File: config.mk
export PLATFORM = sky130hd
export DESIGN_NAME = hpd_sqrt_pipe
export DESIGN_NICKNAME = d
export VERILOG_FILES = /design/src/design/hpd_sqrt_pipe.sv
export SDC_FILE = /design/constraint.sdc
export NUM_CORES = 2
export LEC_CHECK = 0
export BUFFER_PORTS_ARGS = -buffer_cell sky130_fd_sc_hd__buf_2
export CORE_AREA = 2 2 556 779
export DETAILED_ROUTE_END_ITERATION = 8
export DIE_AREA = 0 0 558 781
export SLEW_MARGIN = 20
export SYNTH_ARGS = -nofsm -noshare
export SYNTH_HDL_FRONTEND = slang
export SYNTH_MEMORY_MAX_BITS = 65536
export SYNTH_SLANG_ARGS = --single-unit
File: constraint.sdc
create_clock -name clk_i -period 6.89 [get_ports clk_i]
set_input_delay 1.0335 -clock clk_i [delete_from_list [all_inputs] [get_ports clk_i]]
set_output_delay 1.0335 -clock clk_i [all_outputs]
set_load 0.01 [all_outputs]
File: src/design/hpd_sqrt_pipe.sv
// pipelined integer square root, one result bit per stage, rounded to nearest
module hpd_sqrt_pipe #(
  parameter int unsigned N  = 32,
  parameter int unsigned SW = 8
) (
  input  logic           clk_i,
  input  logic           rst_ni,
  input  logic           en_i,
  input  logic           valid_i,
  input  logic [2*N-1:0] rad_i,
  input  logic [SW-1:0]  side_i,
  output logic           valid_o,
  output logic [N:0]     root_o,
  output logic [SW-1:0]  side_o
);

  localparam int unsigned RW = N + 2;

  logic           v_in   [N];
  logic [RW-1:0]  rem_in [N];
  logic [N-1:0]   r_in   [N];
  logic [2*N-1:0] rad_in [N];
  logic [SW-1:0]  sd_in  [N];

  logic [RW-1:0]  rem_sh [N];
  logic [RW-1:0]  trial  [N];
  logic           ge     [N];

  logic           v_q    [N];
  logic [RW-1:0]  rem_q  [N];
  logic [N-1:0]   r_q    [N];
  logic [2*N-1:0] rad_q  [N];
  logic [SW-1:0]  sd_q   [N];

  logic           out_v_q;
  logic [N:0]     root_q;
  logic [SW-1:0]  side_q;

  always_comb begin
    for (int j = 0; j < N; j++) begin
      if (j == 0) begin
        v_in[j]   = valid_i;
        rem_in[j] = '0;
        r_in[j]   = '0;
        rad_in[j] = rad_i;
        sd_in[j]  = side_i;
      end else begin
        v_in[j]   = v_q[j-1];
        rem_in[j] = rem_q[j-1];
        r_in[j]   = r_q[j-1];
        rad_in[j] = rad_q[j-1];
        sd_in[j]  = sd_q[j-1];
      end
    end
  end

  always_comb begin
    for (int j = 0; j < N; j++) begin
      rem_sh[j] = {rem_in[j][RW-3:0], rad_in[j][2*N-1:2*N-2]};
      trial[j]  = {r_in[j], 2'b01};
      ge[j]     = rem_sh[j] >= trial[j];
    end
  end

  always_ff @(posedge clk_i or negedge rst_ni) begin
    if (!rst_ni) begin
      for (int j = 0; j < N; j++) begin
        v_q[j] <= 1'b0;
      end
      out_v_q <= 1'b0;
    end else if (en_i) begin
      for (int j = 0; j < N; j++) begin
        v_q[j] <= v_in[j];
      end
      out_v_q <= v_q[N-1];
    end
  end

  always_ff @(posedge clk_i) begin
    if (en_i) begin
      for (int j = 0; j < N; j++) begin
        rem_q[j] <= ge[j] ? rem_sh[j] - trial[j] : rem_sh[j];
        r_q[j]   <= {r_in[j][N-2:0], ge[j]};
        rad_q[j] <= rad_in[j] << 2;
        sd_q[j]  <= sd_in[j];
      end
      root_q <= {1'b0, r_q[N-1]}
              + ((rem_q[N-1] > RW'(r_q[N-1])) ? (N+1)'(1) : (N+1)'(0));
      side_q <= sd_q[N-1];
    end
  end

  assign valid_o = out_v_q;
  assign root_o  = root_q;
  assign side_o  = side_q;

endmodule

==> reports/metrics.cfg <==
[status]
outcome = complete, no violations

[global_route]
overflow = 0
grt_pass1_wl_um = 413000
grtUsageMet2_pct = 24.5
grt_usage_pct = 12.1
grt_pass1_vias = 75688
antenna_found_initial = 12
use_met1_pct = 10.2
globalRoute.busiestLayer = met2
met3_usage_pct = 1.80
grt_max_degree = 178

[power]
p_per_area_mw_per_mm2 = 344
p_total_mw = 50.5
max-vdd-ir-drop_uv = 279
switching_power_mw = 14.4
p_comb_share_pct = 20.7
power.leakage_nw = 54.8
sw_frac_of_total_pct = 28.5
seqPwrFrac_pct = 46.0
p_clk_share_pct = 33.3
intPower_mw = 36.1

[timing]
finalSetupViolCount = 0
worst_pin_slew_ns = 1.05
fin_ws_ns = 1.95
slew_headroom_pct = 30.3
slew_violations = 0
fmax_ghz = 0.202
grt_setup_unrepaired = no
tns_ns = 0
finalHoldViolations = 0
finalCritPeriodShare_pct = 71.7
min_period_ns = 4.94
fin_skew_ns = 0.0818

[critical_path]
cp_cell_sequence = ha_1 > nor2b_1 > o2111ai_1 > nand3_1 > a221o_1 > a211oi_1 > o31ai_1 > a21oi_1 > buf_4 > clkinv_1 > mux2_2
startpoint_type = flip-flop
cp_slowest_cell = clkinv_1
worstSetupPathType = reg2reg
cp.arrival_ns = 5.61
cp_slowest_stage_delay_ns = 0.81
r2r-start = rem_q[1][102]$_DFFE_PP_
cp-end-kind = flip-flop
rrSetupSlack_ns = 1.95
critPathLaunch = rem_q[1][102]$_DFFE_PP_
required_ns = 7.55
crit_fanout = 32

[synthesis]
ys_seq_area_share_pct = 66.1
yosysUniqueCellTypes = 111
yosys_most_used_dff = edfxtp_1
avgSynthCellArea_um2 = 13.4
syn-num-nets = 10264
synth_area_leaders = edfxtp_1, ha_1, xnor2_1
syn_inst = 9591
yosys.area.top_type = edfxtp_1
async_reset_ff_share_pct = 1.17
synth_top_area_share_pct = 65.4
synth_edf_count = 2796
netlist_area_mm2 = 0.128
synth_seq_cells = 2829
yosysWarnings = 0

[clock_network]
clk_path_buf_depth = 4
clk_pin_slew_worst_paths_ns = 0.06
cts_buffers = 303
cts_tree = built
ctsHtreeMaxLevel = 5
cts_hold_buf = 0
clock_latency_ns = 0.97
cts_setup_buffers = 0
postCtsResizedCells = 0
cts_root_buffer = clkbuf_16
cts.sinks = 2829

[floorplanning]
floorplan.initialDensity_pct = 29.9
chipWidth_um = 558
core_mm2 = 0.429
die_height_um = 781
row_count = 285
io_pins = 118
dieArea_mm2 = 0.436

[flow_run]
max_cap_viol_count = 0

[drt]
wire_per_inst_um = 16.9
drc_errors = 0
ant_nets = 0
drt_iter0_drc = 3757
first_pass_iters = 6
viasPerCell = 4.60
vias = 73141
drt-total-wl_um = 269000

[placement]
port_buffers = 117
gp_congestion = 0.923
place_ws_ns = 2.25
dp_hpwl_um = 197000

[hold_path]
hp-class = in2async

[final_layout]
area_growth_pct = 14.2
multi_input_area_mm2 = 0.0401
fillers = 41525
seq_area_mm2 = 0.0848
layout.nets = 10578
drive_above_1_share_pct = 8.72

[path summary, 6_finish.rpt]
check,to,depth (start not counted)
worst max register to register,rem_q[1][149]$_DFFE_PP_,11
worst min-delay path,v_in[29]$_DFFE_PN0P_,1
min in group clk_i,rad_q[0][59]$_DFFE_PP_,1
worst min register to register,rad_q[0][360]$_DFFE_PP_,0
worst max-delay path,rem_q[1][149]$_DFFE_PP_,11
max in group asynchronous,v_in[6]$_DFFE_PN0P_,1
[power by group through the flow]
stage          clock (mW)  sequential (mW)  combinational (mW)
6_report             16.8             23.2                10.5
5_1_grt              18.0             23.4                11.6
4_1_cts              17.4             23.2                10.5
3_5_place_dp            0             23.5                10.4
3_3_place_gp            0             23.5                10.3
2_1_floorplan           0             22.9                7.70
[per-layer routing]
layer,vias up,part of all wire [%]
li1,36132,-
met1,34895,32
met2,1331,57
met3,781,3.1
met4,2,8.8
met5,-,0.0048
[state kept, by name, indices dropped and copies added, names as in the netlist]
register,count
r_q,528
rad_q,992
rem_q,979
root_o,33
sd_q,256
side_o,8
v_in,31
v_q,1
valid_o,1
[cells by family (layout without fill, tap and decap cells)]
| logic type | Yosys count | in the layout | share of synthesized area (%) |
|---|---|---|---|
| flops | 2829 | 2829 | 66.1 |
| simple gates | 2347 | 2347 | 9.14 |
| compound gates | 1903 | 1903 | 9.19 |
| buf+inv | 923 | 1483 | 2.73 |
| xor+xnor | 856 | 856 | 5.84 |
| fa+ha+maj | 597 | 597 | 5.82 |
| mux | 135 | 135 | 1.17 |
| other cells | 1 | 15 | 0.00292 |
[cells in the final DEF, fill, tap and decap left out, types with 19 or more instances in the layout]
master	instances
a211oi_1	33
a21boi_0	23
a21o_1	258
a21oi_1	587
a31oi_1	56
and2_1	34
and3_1	53
and4_1	19
buf_12	21
buf_2	116
buf_4	54
bufinv_16	42
clkbuf_1	40
clkbuf_16	308
clkinv_1	60
clkinv_2	56
dfrtp_1	33
edfxtp_1	2796
ha_1	597
inv_1	737
mux2_2	119
nand2_1	632
nand2b_1	116
nand3_1	158
nand3b_1	25
nand4_1	89
nor2_1	536
nor2b_1	100
nor3_1	216
nor4_1	99
o211ai_1	34
o21a_1	100
o21ai_0	514
o21bai_1	53
o31ai_1	53
or2_2	43
or3_1	84
or4_1	52
xnor2_1	448
xor2_1	408
[cells in the mapped netlist (all sizes together) (34+ instances only)]
library cell	count
a211oi	34
mux2	124
o21bai	53
a21o	258
nand4	90
and2	34
o21a	100
o211ai	36
xor2	408
nand3	160
nand2	638
xnor2	448
or2	45
edfxtp	2796
nor2b	100
and3	53
nor3	224
o21ai	520
ha	597
clkbuf	150
o31ai	54
nand2b	117
or3	85
inv	739
a21oi	588
or4	53
a31oi	57
nor4	107
nor2	538
[area by class of cell]
class	count	share of cell area, %
Sequential cell	2829	57.9
Multi-Input combinational cell	5839	27.3
Clock buffer	348	5.36
Tap cell	5740	4.90
Inverter	740	1.90
Clock inverter	203	1.65
Timing Repair Buffer	192	0.970
Antenna cell	14	0.0239
[through the flow]
stage                     utilization (%)  instances  area [µm²]  hold WS [ns]
final                                34.2      15905      147000         0.208
after global routing                 34.2      15901      147000         0.160
after CTS                            34.2      15891      147000         0.122
after detailed placement             31.8      15340      136000         0.405
after global placement               31.8      15339      136000         0.400
after floorplan                         -       9591      128000         0.400
[worst max-delay path: cells and delay by family (launching register included)]
family          cells  cell delay (ns)
buf+inv             2             1.09
fa+ha+maj           1             0.39
compound gates      5             1.86
mux                 1             0.60
flops               1             0.39
simple gates        2             0.34
No activity file was read; power rests on OpenSTA's default activity.
